[src/rtl/core/bts_pkg.sv]
// ----------------------------------------------------------------------------
// bts_pkg
// Shared widths, pipeline depths, register indexes and flag type for the
// bump texture coordinate shift pipeline.
// ----------------------------------------------------------------------------
package bts_pkg;

  // Register indexes on the configuration port.
  localparam logic [2:0] REG_LIGHT_X   = 3'd0;
  localparam logic [2:0] REG_LIGHT_Y   = 3'd1;
  localparam logic [2:0] REG_LIGHT_Z   = 3'd2;
  localparam logic [2:0] REG_TEXTURE_W = 3'd3;
  localparam logic [2:0] REG_TEXTURE_H = 3'd4;
  localparam logic [2:0] REG_SHIFT_EN  = 3'd5;

  // Arithmetic widths.
  localparam int L_W    = 33;  // light vector, Q16.16
  localparam int B_W    = 19;  // rounded binormal part, Q4.14
  localparam int S_W    = 50;  // T.L and N.L
  localparam int T_W    = 52;  // B.L
  localparam int MAG_W  = 51;  // magnitudes before scaling
  localparam int POS_W  = 6;   // leading one position
  localparam int NRM_W  = 30;  // scaled magnitudes
  localparam int SQ_W   = 61;  // sum of squares
  localparam int LEN_W  = 31;  // vector length
  localparam int SIZE_W = 14;  // texture size
  localparam int DEN_W  = 45;  // length times size
  localparam int NUM_W  = 47;  // rounded dividend
  localparam int Q_W    = 17;  // quotient

  // Pipeline depths of each unit.
  localparam int LAT_FRONT = 4;
  localparam int LAT_NORM  = 3;
  localparam int LAT_SQRT  = 2 + LEN_W;
  localparam int LAT_DIV   = 2 + Q_W;
  localparam int LAT_TOTAL = LAT_FRONT + LAT_NORM + LAT_SQRT + LAT_DIV + 1;

  typedef struct packed {
    logic kill;   // shift forced to zero
    logic s_neg;
    logic t_neg;
  } shift_flags_t;

endpackage

[src/rtl/core/bts_div.sv]
// ----------------------------------------------------------------------------
// bts_div
// Rounded quotient m * 65536 / (len * size), restoring division with one
// quotient bit per stage.
// ----------------------------------------------------------------------------
module bts_div (
  input  logic                        clk,
  input  logic                        en,
  input  logic [bts_pkg::NRM_W-1:0]   m,
  input  logic [bts_pkg::LEN_W-1:0]   len,
  input  logic [bts_pkg::SIZE_W-1:0]  size,
  output logic [bts_pkg::Q_W-1:0]     q
);
  import bts_pkg::*;

  localparam int CW = DEN_W + Q_W;

  logic [SIZE_W-1:0] size_eff;
  logic [DEN_W-1:0]  den1;
  logic [NRM_W-1:0]  m1;
  logic [NUM_W-1:0]  rem  [Q_W+1];
  logic [DEN_W-1:0]  den  [Q_W+1];
  logic [Q_W-1:0]    quo  [Q_W+1];

  // A size of zero counts as one.
  assign size_eff = (size == '0) ? SIZE_W'(1) : size;

  always_ff @(posedge clk) begin
    if (en) begin
      den1   <= len * size_eff;
      m1     <= m;
      rem[0] <= NUM_W'({m1, 16'b0}) + NUM_W'(den1 >> 1);
      den[0] <= den1;
      quo[0] <= '0;
    end
  end

  for (genvar k = 0; k < Q_W; k++) begin : g_bit
    localparam int B = Q_W - 1 - k;
    logic [CW-1:0] cmp;
    assign cmp = CW'(den[k]) << B;
    always_ff @(posedge clk) begin
      if (en) begin
        if (CW'(rem[k]) >= cmp) begin
          rem[k+1] <= rem[k] - NUM_W'(cmp);
          quo[k+1] <= {quo[k][Q_W-2:0], 1'b1};
        end else begin
          rem[k+1] <= rem[k];
          quo[k+1] <= {quo[k][Q_W-2:0], 1'b0};
        end
        den[k+1] <= den[k];
      end
    end
  end

  assign q = quo[Q_W];

endmodule
[config.mk]
export PLATFORM = sky130hd
export DESIGN_NAME = bts_div
export DESIGN_NICKNAME = d
export VERILOG_FILES = /design/src/rtl/core/bts_pkg.sv /design/src/rtl/core/bts_div.sv
export SDC_FILE = /design/constraint.sdc
export NUM_CORES = 2
export LEC_CHECK = 0
export BUFFER_PORTS_ARGS = -buffer_cell sky130_fd_sc_hd__buf_4
export CORE_MARGIN = 10
export CORE_UTILIZATION = 55
export CTS_CLUSTER_SIZE = 12
export DETAILED_ROUTE_END_ITERATION = 10
export PLACE_DENSITY = 0.71
export SYNTH_ARGS = -nofsm -noshare
export SYNTH_HDL_FRONTEND = slang
export SYNTH_SLANG_ARGS = --single-unit
[constraint.sdc]
create_clock -name clk -period 9.3 [get_ports clk]
set_clock_uncertainty 0.2 [all_clocks]
set_input_delay 1.86 -clock clk [delete_from_list [all_inputs] [get_ports clk]]
set_output_delay 1.86 -clock clk [all_outputs]
set_load 0.01 [all_outputs]
# [Yosys cells after proc, flatten, opt, wreduce, memory -nomap -nowiden]
# Memories as Yosys holds them, arrays and structs flattened.
# Index checks and enable logic that the tools add are counted.
[totals] ff_bits=75 mem_bits_rw=1962 out_inout_bits=17 mem_count=3
[memory_table] memory="rem" depth=18 word_bits=47 read_ports=17 rd_clocked_by_memory_dff=0 write_ports=18 line_no="bts_div.sv:21" rtl="logic [NUM_W-1:0] rem [Q_W+1];"
[memory_table] memory="den" depth=18 word_bits=45 read_ports=17 rd_clocked_by_memory_dff=0 write_ports=18 line_no="bts_div.sv:22" rtl="logic [DEN_W-1:0] den [Q_W+1];"
[memory_table] memory="quo" depth=18 word_bits=17 read_ports=18 rd_clocked_by_memory_dff=0 write_ports=18 line_no="bts_div.sv:23" rtl="logic [Q_W-1:0] quo [Q_W+1];"
[classes] n_addsub=18 multipliers=1 n_lt_le_gt_ge=17 n_mux=139 bitwise_logic=34 n_reduce_logical=1
[op_table] op="$mux 47" n=17
[op_table] op="$sub 47x47->47" n=15
[op_table] op="$mux 17" n=17
[op_table] op="$mux 1" n=104
[op_table] op="$ge 47x61->1" n=1
[op_table] op="$ge 47x60->1" n=1
[op_table] op="$ge 47x59->1" n=1
[op_table] op="$ge 47x58->1" n=1
[op_table] op="$ge 47x57->1" n=1
[op_table] op="$ge 47x56->1" n=1
[op_table] op="$ge 47x55->1" n=1
[op_table] op="$ge 47x54->1" n=1
[op_table] op="$ge 47x53->1" n=1
[op_table] op="$ge 47x52->1" n=1
[op_table] op="$ge 47x51->1" n=1
[op_table] op="$ge 47x50->1" n=1
[op_table] op="$ge 47x49->1" n=1
[op_table] op="$ge 47x48->1" n=1
[op_table] op="$add 46x44->47" n=1
[op_table] op="$ge 47x45->1" n=1
[op_table] op="$ge 47x46->1" n=1
[op_table] op="$ge 47x47->1" n=1
[op_table] op="$sub 47x45->47" n=1
[op_table] op="$sub 47x46->47" n=1
[op_table] op="other kinds (4)" n=37

# [Logic depth before layout (Yosys ltp)]
# An unclocked memory read counts as a cell.
[depth] depth_word=6 depth_mapped=25 depth_no_buf=24

# [Worst setup path before layout]
# No wires, ideal clock.
[synth_path] kind="in2reg" startpoint="in len[8] (netlist name)" endpoint="reg den1[44], data pin" setup_ns=0.260 t_arrival_ns=7.854 required_ns=8.840 path_slack_ns=0.986 stages=24 n_path_buf=1 cell_sequence="clkbuf_1 -> and2_1 -> fa_1 -> inv_1 -> fa_1 -> inv_1 -> fa_1 -> fa_1 -> fa_1 -> inv_1 -> fa_1 -> inv_1 -> ha_1 -> and3_1 -> a221o_1 -> a21oi_1 -> nand2b_1 -> a31oi_1 -> a2111oi_0 -> o31a_1 -> nor2_1 -> or2_2 -> a31oi_1 -> xnor2_1"
[synth_via] elab_chain_cells=1
[synth_lines] item="start, declared" line_no="bts_div.sv:10" rtl="input logic [bts_pkg::LEN_W-1:0] len,"
[synth_lines] item="$mul 31x14->45" line_no="bts_div.sv:30" rtl="den1 <= len * size_eff;"
[synth_lines] item="end signal, assigned" line_no="bts_div.sv:30"
[synth_lines] item="end, declared" line_no="bts_div.sv:19" rtl="logic [DEN_W-1:0] den1;"
# No other way between the ends.
# A chain may end at the register's enable or synchronous reset.

# [Final worst setup path]
[layout_path] startpoint="in size[3] (netlist name)" endpoint="reg den1[44], data pin"
[layout_via] elab_chain_cells=3
[layout_lines] item="start, declared" line_no="bts_div.sv:11" rtl="input logic [bts_pkg::SIZE_W-1:0] size,"
[layout_lines] item="$logic_not 14->1" line_no="bts_div.sv:26" rtl="assign size_eff = (size == '0) ? SIZE_W'(1) : size;"
[layout_lines] item="$mux 14 *" line_no="bts_div.sv:26"
[layout_lines] item="$mul 31x14->45 *" line_no="bts_div.sv:30"
# Every way passes the cells marked *; elsewhere a longest branch is shown, timed or not.

==> metrics.yaml <==
status: "complete, no violations"
via_count: 73909
grt_max_degree: 207
cts.sinks: 1776
hold_class: "flop to flop"
num_rows: 164
slew_headroom_pct: 11.25
preCtsSetupSlack_ns: 0.1788
setup_tns_ns: 0
r2r-start: "rem[4][39]$_DFFE_PP_"
synth_area_sq_um: 110200
critPathMostFrequentCell: "fa_1"
htreeDepth: 4
initial_utilization_pct: 55.27
drt_iter0_markers: 4977
dpl_cell_area_sq_um: 113900
dr.pass1.iters: 8
layout-drive-gt1-share_pct: 6.682
synth_edf_count: 1775
crit_family: "adder cells"
core_sq_um: 199500
cap_violations: 0
ys_ff_latch: 1776
fmax_mhz: 120.5
nNetsFinal: 11302
slowest_delay_ns: 0.58
die_w_um: 467.7
grt_pass1_wl_mm: 403.8
ctsResizeCount: 0
gp_congestion: 0.9845
numCtsBuffers: 189
synth_ff_type: "edfxtp_1"
slowest_stage: "a2111oi_0"
grt_use_total_pct: 23.04
syn_avg_cell_area_sq_um: 11.02
stdcell_area_sq_um: 119700
ios: 94
yosysUniqueCellTypes: 85
worst_slack_ns: 1.004
crit_chain: "buf_4 -> buf_4 -> and2_1 -> fa_1 -> inv_1 -> fa_1 -> inv_1 -> fa_1 -> fa_1 -> fa_1 -> fa_1 -> ha_1 -> a21o_1 -> a21o_1 -> a21o_1 -> nor3_1 -> a31oi_1 -> a2111oi_0 -> buf_4 -> o31a_1 -> nor2_1 -> or2_2 -> a31oi_1 -> xnor2_1"
drv_slew: 0
io_buffers: 93
end_kind: "flop"
grt-ovfl-total: 0
post_cts_buffers: 0
multiInputGateArea_sq_um: 51450
synth_async_sr_flop_share_pct: 0
leakage_nw: 50.61
arrival_ns: 8.65
wl_per_cell_um: 19.69
register_area_sq_um: 53320
cts-root-buf: "clkbuf_16"
clock_path_buffers: 3
min_period_ns: 8.296
setup_viol: 0
syn_nets: 11237
path_class: "input pin to flop"
yosys_warnings: 0
dpl.hpwl_mm: 195.3
cp_max_fo: 20
grt_pass1_vias: 76485
clkSlewWorstSetupHoldPaths_ns: 0.06
nFillCells: 15857
startpoint: "size[3]"
clk_latency_ns: 0.83
area_growth_pct: 8.607
cts_tree: "built"
crit_required_ns: 9.66
antenna_found_initial: 1
detail_route.vias_per_cell: 5.745
totalWireLength_mm: 253.4
irDropWorstVdd_v: 0.0008564
detail-route-antenna-nets: 0
worstHoldStart: "quo[13][12]$_DFFE_PP_"
hold_violations: 0
postLayoutCoreUtil_pct: 60.03
die_h_um: 467.7
cts_hold_buf: 0
die_area_sq_um: 218700
fin_hold_ws_ns: 0.2047
drcViolationCount: 0
path_buf_inv: 5
rsz0062_at_grt: "false"
netlist_instances: 10001
yosysSeqAreaShare_pct: 48.37
power_density_nw_per_um2: 320.1
worst_slew_pin_slew_ns: 1.328
startpoint_type: "input pin"
post-route-period-util_pct: 89.20
## where the power goes
part / total (W) / switching (W) / internal, W
Sequential: 0.0122 / 0.000971 / 0.0112
Combinational: 0.0190 / 0.0111 / 0.00794
Clock: 0.00715 / 0.00302 / 0.00413
Total: 0.0383 / 0.0151 / 0.0233
## flip-flops by register name, indices dropped and copies added (netlist names)
signal  flops
rem       783
den       765
quo       153
den1       45
m1         30
## synthesized netlist by cell type, drive strengths merged, types with 110 or more instances
library cell | number | area [sq um]
a21o | 385 | 2890
a21oi | 714 | 3577
and2 | 278 | 1739
clkbuf | 256 | 962.2
edfxtp | 1775 | 53300
fa | 362 | 7247
ha | 797 | 9972
inv | 1193 | 4478
mux2 | 191 | 2158
nand2 | 865 | 3249
nand2b | 110 | 688.2
nand3 | 120 | 600.6
nand4 | 120 | 750.7
nor2 | 419 | 1573
o21ai | 625 | 3128
o21bai | 120 | 900.9
xnor2 | 357 | 3127
xor2 | 220 | 1927
## layout make-up
class,count,share of cell area [%]
sequential,1776,44.54
multi-input combinational,6744,42.98
clock buffer,239,4.159
inverter,1193,3.740
tap,2656,2.776
timing repair buffer,162,1.074
clock inverter,93,0.7305
antenna,3,0.006271
## per-stage QoR
stage / std cells / total power (W)
after floorplan: 10001 / 0.02584
after global placement: 12531 / 0.03071
after detailed placement: 12531 / 0.03110
after CTS: 12863 / 0.03843
after global routing: 12863 / 0.04119
final: 12866 / 0.03833
## worst register-to-register path: cells and delay by family, from the launching register on
| kind | cells | cell delay [ns] |
|---|---|---|
| and+or+nand+nor | 5 | 3.53 |
| buffers and inverters | 2 | 0.61 |
| AOI/OAI and AO/OA | 3 | 0.46 |
| adders and majority gates | 1 | 0.42 |
| DFF | 1 | 0.41 |
| muxes | 1 | 0.32 |
## worst paths after layout
check / to / slack [ns] / cells after the start
max reg2reg: rem[4][89]$_DFFE_PP_ / 3.10 / 12
min: quo[14][13]$_DFFE_PP_ / 0.20 / 0
min reg2reg: quo[14][13]$_DFFE_PP_ / 0.20 / 0
max: den1[44]$_DFFE_PP_ / 1.00 / 24
## logic make-up (layout without fill, tap and decap cells)
| group | Yosys count | after routing | synth area share, % |
|---|---|---|---|
| AOI/OAI and AO/OA | 2425 | 2425 | 13.71 |
| xor gates and xnor gates | 577 | 577 | 4.584 |
| adders and majority gates | 1159 | 1159 | 15.62 |
| buffers and inverters | 1481 | 1687 | 5.083 |
| DFF | 1776 | 1776 | 48.37 |
| muxes | 214 | 214 | 2.167 |
| other | 0 | 3 | 0 |
| and+or+nand+nor | 2369 | 2369 | 10.46 |
## routing by layer
metal	wire, um	vias up	GRT usage (%)
met5	0	-	0
met4	16920	0	13.70
met2	134700	1926	43.80
li1	-	35785	-
met3	8834	692	2.691
met1	92890	35506	24.19
## layout by cell type, fill, tap and decap left out, types with 53 or more instances in the layout
master	instances
xor2_1	220
a21o_1	385
a211oi_1	54
nor2_1	419
o21bai_1	119
o31ai_1	74
nor3_1	105
clkbuf_16	191
nand3_1	120
o21ai_0	621
xnor2_1	357
a31oi_1	65
inv_1	1192
ha_1	797
nand4_1	120
edfxtp_1	1775
nand2b_1	110
nor4_1	53
a21oi_1	711
nor2b_1	89
buf_4	157
and2_1	278
and3_1	53
mux2_2	189
fa_1	362
nand2_1	864
o21a_1	87
No activity file was read; power rests on OpenSTA's default activity.
