[src/rtl/core/bts_pkg.sv]
// ----------------------------------------------------------------------------
// bts_pkg
// Shared widths, pipeline depths, register indexes and flag type for the
// bump texture coordinate shift pipeline.
// ----------------------------------------------------------------------------
package bts_pkg;

  // Register indexes on the configuration port.
  localparam logic [2:0] REG_LIGHT_X   = 3'd0;
  localparam logic [2:0] REG_LIGHT_Y   = 3'd1;
  localparam logic [2:0] REG_LIGHT_Z   = 3'd2;
  localparam logic [2:0] REG_TEXTURE_W = 3'd3;
  localparam logic [2:0] REG_TEXTURE_H = 3'd4;
  localparam logic [2:0] REG_SHIFT_EN  = 3'd5;

  // Arithmetic widths.
  localparam int L_W    = 33;  // light vector, Q16.16
  localparam int B_W    = 19;  // rounded binormal part, Q4.14
  localparam int S_W    = 50;  // T.L and N.L
  localparam int T_W    = 52;  // B.L
  localparam int MAG_W  = 51;  // magnitudes before scaling
  localparam int POS_W  = 6;   // leading one position
  localparam int NRM_W  = 30;  // scaled magnitudes
  localparam int SQ_W   = 61;  // sum of squares
  localparam int LEN_W  = 31;  // vector length
  localparam int SIZE_W = 14;  // texture size
  localparam int DEN_W  = 45;  // length times size
  localparam int NUM_W  = 47;  // rounded dividend
  localparam int Q_W    = 17;  // quotient

  // Pipeline depths of each unit.
  localparam int LAT_FRONT = 4;
  localparam int LAT_NORM  = 3;
  localparam int LAT_SQRT  = 2 + LEN_W;
  localparam int LAT_DIV   = 2 + Q_W;
  localparam int LAT_TOTAL = LAT_FRONT + LAT_NORM + LAT_SQRT + LAT_DIV + 1;

  typedef struct packed {
    logic kill;   // shift forced to zero
    logic s_neg;
    logic t_neg;
  } shift_flags_t;

endpackage

[src/rtl/core/bts_norm.sv]
// ----------------------------------------------------------------------------
// bts_norm
// Magnitudes of s and t scaled by one power of two so that the larger one
// has its leading one at bit 29 (3 stages).
// ----------------------------------------------------------------------------
module bts_norm (
  input  logic                             clk,
  input  logic                             en,
  input  logic signed [bts_pkg::S_W-1:0]   s,
  input  logic signed [bts_pkg::T_W-1:0]   t,
  input  logic                             r_neg,
  output logic [bts_pkg::NRM_W-1:0]        ms_n,
  output logic [bts_pkg::NRM_W-1:0]        mt_n,
  output bts_pkg::shift_flags_t            flags
);
  import bts_pkg::*;

  localparam logic [POS_W-1:0] TOP_POS = POS_W'(NRM_W - 1);

  logic [MAG_W-1:0] ms1, mt1, ms2, mt2, m1;
  shift_flags_t     fl1, fl2;
  logic [POS_W-1:0] pos_c, pos2;

  assign m1 = (ms1 > mt1) ? ms1 : mt1;

  always_comb begin
    pos_c = '0;
    for (int i = 0; i < MAG_W; i++) begin
      if (m1[i]) pos_c = POS_W'(i);
    end
  end

  always_ff @(posedge clk) begin
    if (en) begin
      ms1       <= s[S_W-1] ? MAG_W'(-s) : MAG_W'(s);
      mt1       <= t[T_W-1] ? MAG_W'(-t) : MAG_W'(t);
      fl1.kill  <= r_neg;
      fl1.s_neg <= s[S_W-1];
      fl1.t_neg <= t[T_W-1];

      ms2       <= ms1;
      mt2       <= mt1;
      pos2      <= pos_c;
      // A zero vector also forces the shift to zero.
      fl2.kill  <= fl1.kill || (m1 == '0);
      fl2.s_neg <= fl1.s_neg;
      fl2.t_neg <= fl1.t_neg;

      // Right shifts truncate, left shifts fill with zeros.
      if (pos2 >= TOP_POS) begin
        ms_n <= NRM_W'(ms2 >> (pos2 - TOP_POS));
        mt_n <= NRM_W'(mt2 >> (pos2 - TOP_POS));
      end else begin
        ms_n <= NRM_W'(ms2 << (TOP_POS - pos2));
        mt_n <= NRM_W'(mt2 << (TOP_POS - pos2));
      end
      flags <= fl2;
    end
  end

endmodule

[config.mk]
export PLATFORM = sky130hd
export DESIGN_NAME = bts_norm
export DESIGN_NICKNAME = d
export VERILOG_FILES = /design/src/rtl/core/bts_pkg.sv /design/src/rtl/core/bts_norm.sv
export SDC_FILE = /design/constraint.sdc
export NUM_CORES = 1
export LEC_CHECK = 0
export BUFFER_PORTS_ARGS = -buffer_cell sky130_fd_sc_hd__buf_2
export CAP_MARGIN = 20
export CORE_UTILIZATION = 25
export DETAILED_ROUTE_END_ITERATION = 10
export PLACE_DENSITY = 0.43
export SKIP_CTS_REPAIR_TIMING = 1
export SLEW_MARGIN = 25
export SYNTH_ARGS = -nofsm -noshare
export SYNTH_HDL_FRONTEND = slang
export SYNTH_SLANG_ARGS = --single-unit
[constraint.sdc]
create_clock -name clk -period 4.7 [get_ports clk]
set_clock_uncertainty 0.05 [all_clocks]
set_input_delay 0.235 -clock clk [delete_from_list [all_inputs] [get_ports clk]]
set_output_delay 0.235 -clock clk [all_outputs]
set_load 0.02 [all_outputs]
# Yosys cells after proc, flatten, opt, wreduce, memory -nomap -nowiden

Cells that the tools add are included.

Register bits after elaboration: 279
Output and inout port bits: 63
Logic and storage cells: 87

$add $sub $neg: 4
Order comparisons: 2
Shift-type cells: 4
Mux-type cells: 54
Reductions and logical operators: 4

Operators by type and width:

| kind                                                                                | number |
|---|---|
| 6-bit two-way mux                                                                   | 30 |
| 51-bit two-way mux                                                                  | 2 |
| 51-bit by 6-bit << shifter with 30-bit output                                       | 2 |
| 51-bit by 6-bit >> shifter with 30-bit output                                       | 2 |
| 5-bit two-way mux                                                                   | 16 |
| 30-bit two-way mux                                                                  | 2 |
| 51-bit > comparator                                                                 | 1 |
| 51-bit logical NOT                                                                  | 1 |
| 50-bit negation with 51-bit output                                                  | 1 |
| 51-bit negation                                                                     | 1 |
| 49-bit two-way mux                                                                  | 1 |
| 19-bit OR reduction                                                                 | 1 |
| 6-bit by 5-bit greater-or-equal comparator with 1-bit output, second input constant | 1 |
| 5-bit by 6-bit subtractor with 6-bit output, first input constant                   | 1 |
| 6-bit by 5-bit subtractor with 6-bit output, second input constant                  | 1 |
| 2-bit two-way mux                                                                   | 2 |
| 3-bit OR reduction                                                                  | 1 |
| 1-bit logical OR                                                                    | 1 |
| 1-bit two-way mux                                                                   | 1 |

# Logic depth before layout (Yosys ltp)

Depth after elaboration: 51
Depth in mapped cells: 17
Gate-level depth less buffers: 11

# Least setup slack after synthesis

No wires, ideal clock.

Path type: reg2reg
Start: register pos2[1]
End: register mt_n[4] in the netlist's numbering, data pin
Arrival time: 4.503 ns
Required time: 4.379 ns
Slack: -0.124 ns
Cell stages (with the launch flop): 17
Path buffers: 7
Period minus slack after synthesis: 4.824 ns
Cell sequence: edfxtp_1 -> clkbuf_1 -> clkbuf_1 -> buf_1 -> inv_1 -> ha_1 -> clkbuf_1 -> clkbuf_1 -> buf_1 -> clkbuf_1 -> mux4_2 -> mux2i_1 -> nand2_1 -> o21ai_0 -> o21ai_0 -> a22oi_1 -> o22ai_1

Cells in the longest elaborated chain, start to end: 3
Elaborated cells on any way between the ends: 6
Those cells by class: add/sub: 2; order compare: 1; shift: 2; mux: 1

Ends and longest elaborated chain:

| item                                                                                                                  | RTL line                       | text |
|---|---|---|
| start, declared                                                                                                       | bts_norm.sv:22                 | `logic [POS_W-1:0] pos_c, pos2;` |
| start signal, assigned                                                                                                | bts_norm.sv:43                 | `pos2 <= pos_c;` |
| 5-bit by 6-bit subtractor with 6-bit output / 6-bit by 5-bit subtractor with 6-bit output (equally long branches)     | bts_norm.sv:55, bts_norm.sv:52 |  |
| 51-bit by 6-bit << shifter with 30-bit output / 51-bit by 6-bit >> shifter with 30-bit output (equally long branches) | bts_norm.sv:55, bts_norm.sv:52 |  |
| 30-bit two-way mux *                                                                                                  | bts_norm.sv:50                 | `if (pos2 >= TOP_POS) begin` |
| end signal, assigned                                                                                                  | bts_norm.sv:52                 | `mt_n <= NRM_W'(mt2 >> (pos2 - TOP_POS));` |
| end signal, assigned                                                                                                  | bts_norm.sv:55                 | `mt_n <= NRM_W'(mt2 << (TOP_POS - pos2));` |
| end, declared                                                                                                         | bts_norm.sv:13                 | `output logic [bts_pkg::NRM_W-1:0] mt_n,` |

Mark *: on every way between the ends. The rest lies on a longest branch, timed or not.
A chain may end at the register's enable or synchronous reset.

# Worst setup path in the final report

Start: input port t[21] in the netlist's numbering
End: register mt1[50], data pin

Cells in the longest elaborated chain, start to end: 2

Ends and longest elaborated chain:

| item                 | RTL line       | text |
|---|---|---|
| start, declared      | bts_norm.sv:10 | `input logic signed [bts_pkg::T_W-1:0] t,` |
| 51-bit negation      | bts_norm.sv:36 | `mt1 <= t[T_W-1] ? MAG_W'(-t) : MAG_W'(t);` |
| 51-bit two-way mux   | bts_norm.sv:36 |  |
| end signal, assigned | bts_norm.sv:36 |  |
| end, declared        | bts_norm.sv:20 | `logic [MAG_W-1:0] ms1, mt1, ms2, mt2, m1;` |

Every way passes these cells.

==> metrics.txt <==
Slowest-stage cell, CP or4_1; Top FF cell, synth edfxtp_1; Internal between 6 and 7 mW; drt wl/cell 24.0 um; met2 WL ~38000 um; worst slew pin tran between 0.9 and 1 ns; TritonCTS Buffers 34; fraction of registers with async set/reset 0%; Final nets between 2000 and 3000; number of global-route vias before repair 17800; Setup CP Type in -> reg; Critical Path AT 4.73 ns; FMAX ~220 MHz; first-pass GRT wire length between 100000 and 150000 um; Clock Sinks about 280; M1 wire length 38800 um; Tot GR Track Use 19.1%; die height around 290 um; Pleak slightly above 9 nW; routed vias between 15000 and 20000; sw frac a little over two fifths; CTS clk-pin slew, worst paths 0.06 ns; clk root buf clkbuf_16; Net Count, Synth roughly 2300; Max-cap violations 0; Crit path depth 11; clock share of power between 20% and 30%; largest net degree at the start of global routing between 100 and 150; unrepaired setup endpoints after global routing false; Top Layer Used met5; Yosys cell types 67; initial core utilization 25.3%; Seq pwr share a little under a third; fraction of layout cells with a size suffix above 1 19.0%; final setup vio count 0; DR iter-0 viols approximately 1400; post-route clock period utilization between 90% and 100%; DRC viols 0; drt via density between 5 and 6; TNS Setup 0 ns; pwr dens ~440 mW/mm^2; global route total overflow 0; # rows 106; Syn-to-layout area delta 21.3%; WL met3 4450 um; Gate power share between 40% and 50%; worst-path cell chain dlygate4sd3_1 -> buf_2 -> or4_1 -> or4_1 -> or3_1 -> or3_1 -> or3_1 -> or4_1 -> or4_1 -> o41ai_1 -> xnor2_1; final WL around 84000 um; post-route ant nets 0; worst hold stages 2; Switch Pwr about 4.7 mW; post-synthesis cell count around 2100; total die area around 0.086 mm^2; Post-synth EDFFs approximately 280; IO Port Bufs ~170; initial antenna violation count 2; Die Wd approximately 290 um; worst-path fanout max 5; Synth warnings 0; worst r2r src mt1[4]; Max Buffers Root-to-Sink 3; r2r worst-path depth 12; Hold Vio Cnt, Final 0; Crit. End Element flip-flop; #FFs+latches synth about 280; Final Max Slew Viols 0; slowest stage delay, CP 0.59 ns; Mapped Area ~0.021 mm^2; sequential-to-total area share from yosys stat between 30% and 40%; Worst Hold Launch t[20]; Slew HR between 30% and 40%; Critical Path Source t[21]; CP dominant cell by count or4_1; Total Power 11.2 mW; Syn Area/Cell about 10 um^2; CTS H-tree depth 2; DR pass1 iterations 5; Tmin final about 4.5 ns; Buf/Inv on CP 2; Core Box Area 0.0837 mm^2; GPL Wtd Cong between 0.9 and 1; crit path launch type input pin; Hold Crit Class in -> reg; Final HPWL DP 67500 um; Worst EP required around 5.0 ns; status finished, final reports clean; IO Pins 168; Crit path max-delay family simple AND/OR/NAND/NOR gates; CTS tree done; clk_lat worst skew 0.56 ns; Peak VDD IR roughly 0.19 mV
-- cells by family after synthesis --
| kind of cell | count (synthesis) | synth area share [%] |
|---|---|---|
| other | 1 | 0.0177 |
| XOR/XNOR | 106 | 4.39 |
| AO/OA/AOI/OAI | 536 | 16.3 |
| adder cells (fa/ha/maj) | 58 | 3.43 |
| multiplexers | 230 | 17.9 |
| AND/OR/NAND/NOR | 693 | 14.6 |
| flip-flops | 279 | 39.6 |
| buffers and inverters | 209 | 3.74 |
-- worst reg2reg max path: stages (launching register included) --
cell       delay (ns)
edfxtp_1         0.46
inv_1            0.11
ha_1             0.24
a21oi_1          0.13
o21ai_0          0.13
a2111oi_0        0.60
buf_4            0.24
o22ai_1          0.16
o31ai_4          0.81
mux2i_1          0.59
nor2_1           0.12
o31ai_1          0.26
o31ai_1          0.13
-- power groups by stage --
stage | Combinational (mW) | Clock, mW | Sequential, mW
after floorplan | 2.99 | 0 | 3.53
after global placement | 5.00 | 0 | 3.54
after detailed placement | 5.01 | 0 | 3.55
after CTS | 5.02 | 2.69 | 3.50
after global routing | 5.47 | 2.76 | 3.54
final | 5.14 | 2.59 | 3.49
-- metrics by stage --
stage	cells	utilization, %	cell area [um^2]	hold slack [ns]	setup slack (ns)
after floorplan	2112	-	21200	0.284	0.0590
after global placement	3342	28.2	23600	0.354	0.130
after detailed placement	3342	28.2	23600	0.355	0.0795
after CTS	3403	29.5	24700	-0.230	0.368
after global routing	3497	30.7	25700	0.00317	0.0839
final	3498	30.7	25700	0.00963	0.224
-- synth_stat cells (6+ instances only) --
library cell | number | share of area (%)
a311oi_1 | 6 | 0.25
a31oi_1 | 17 | 0.50
a221o_1 | 8 | 0.38
o31ai_1 | 43 | 1.5
nand4_1 | 14 | 0.41
a2111oi_0 | 6 | 0.25
or4_1 | 14 | 0.50
nor3_1 | 17 | 0.40
o221ai_1 | 29 | 1.2
mux2_2 | 20 | 1.1
o22ai_1 | 35 | 1.0
a211oi_1 | 32 | 1.1
o211ai_1 | 20 | 0.71
xor2_1 | 6 | 0.25
mux4_2 | 117 | 12
nand3_1 | 50 | 1.2
a21oi_1 | 140 | 3.3
nor2_1 | 149 | 2.6
or3_1 | 25 | 0.74
nand2_1 | 346 | 6.1
a22oi_1 | 11 | 0.39
and3_1 | 7 | 0.21
clkbuf_1 | 110 | 2.0
o41ai_1 | 13 | 0.54
ha_1 | 58 | 3.4
inv_1 | 70 | 1.2
and2_1 | 6 | 0.18
mux2i_1 | 93 | 4.4
xnor2_1 | 100 | 4.1
o21a_1 | 8 | 0.28
edfxtp_1 | 279 | 40
nor4_1 | 27 | 0.80
nor2b_1 | 15 | 0.44
o21ai_0 | 119 | 2.8
buf_1 | 26 | 0.46
-- metal layers --
layer	track usage, %	up-vias
li1	-	8574
met1	27.1	9144
met2	29.6	669
met3	2.32	127
met4	7.02	2
met5	0	-
-- layout make-up --
class	count	area (um^2)
Tap cell	1134	1420
Clock inverter	23	235
Multi-Input combinational cell	1624	12100
Antenna cell	1	2.50
Timing Repair Buffer	327	2380
Fill cell	8688	58000
Sequential cell	279	8380
Clock buffer	38	866
Inverter	72	270
-- final timing paths --
| kind | slack [ns] | endpoint |
|---|---|---|
| max | 0.22 | mt1[50] |
| min | 0.01 | mt1[20] |
| max reg2reg | 0.38 | pos2[1] |
| min reg2reg | 0.37 | fl2[0] |
-- state kept, by name (all words and copies together) (netlist names) --
| name | cells |
|---|---|
| flags | 3 |
| pos2 | 6 |
| fl2 | 3 |
| fl1 | 3 |
| ms2 | 51 |
| mt2 | 51 |
| ms1 | 51 |
| mt_n | 30 |
| ms_n | 30 |
| mt1 | 51 |
-- placed cells by master, fill, tap and decap left out, types with 20 or more instances in the layout --
master,netlist,routed
nand2_1,346,346
edfxtp_1,279,279
buf_2,0,166
nor2_1,149,149
a21oi_1,140,140
o21ai_0,119,119
mux4_2,117,117
xnor2_1,100,96
dlygate4sd3_1,0,94
mux2i_1,93,93
inv_1,70,70
buf_4,0,58
ha_1,58,57
nand3_1,50,50
o31ai_1,43,42
o22ai_1,35,35
clkbuf_16,0,34
a211oi_1,32,32
o221ai_1,29,29
nor4_1,27,27
or3_1,25,25
mux2_2,20,20
o211ai_1,20,20
Power figures use the tool's default switching activity.
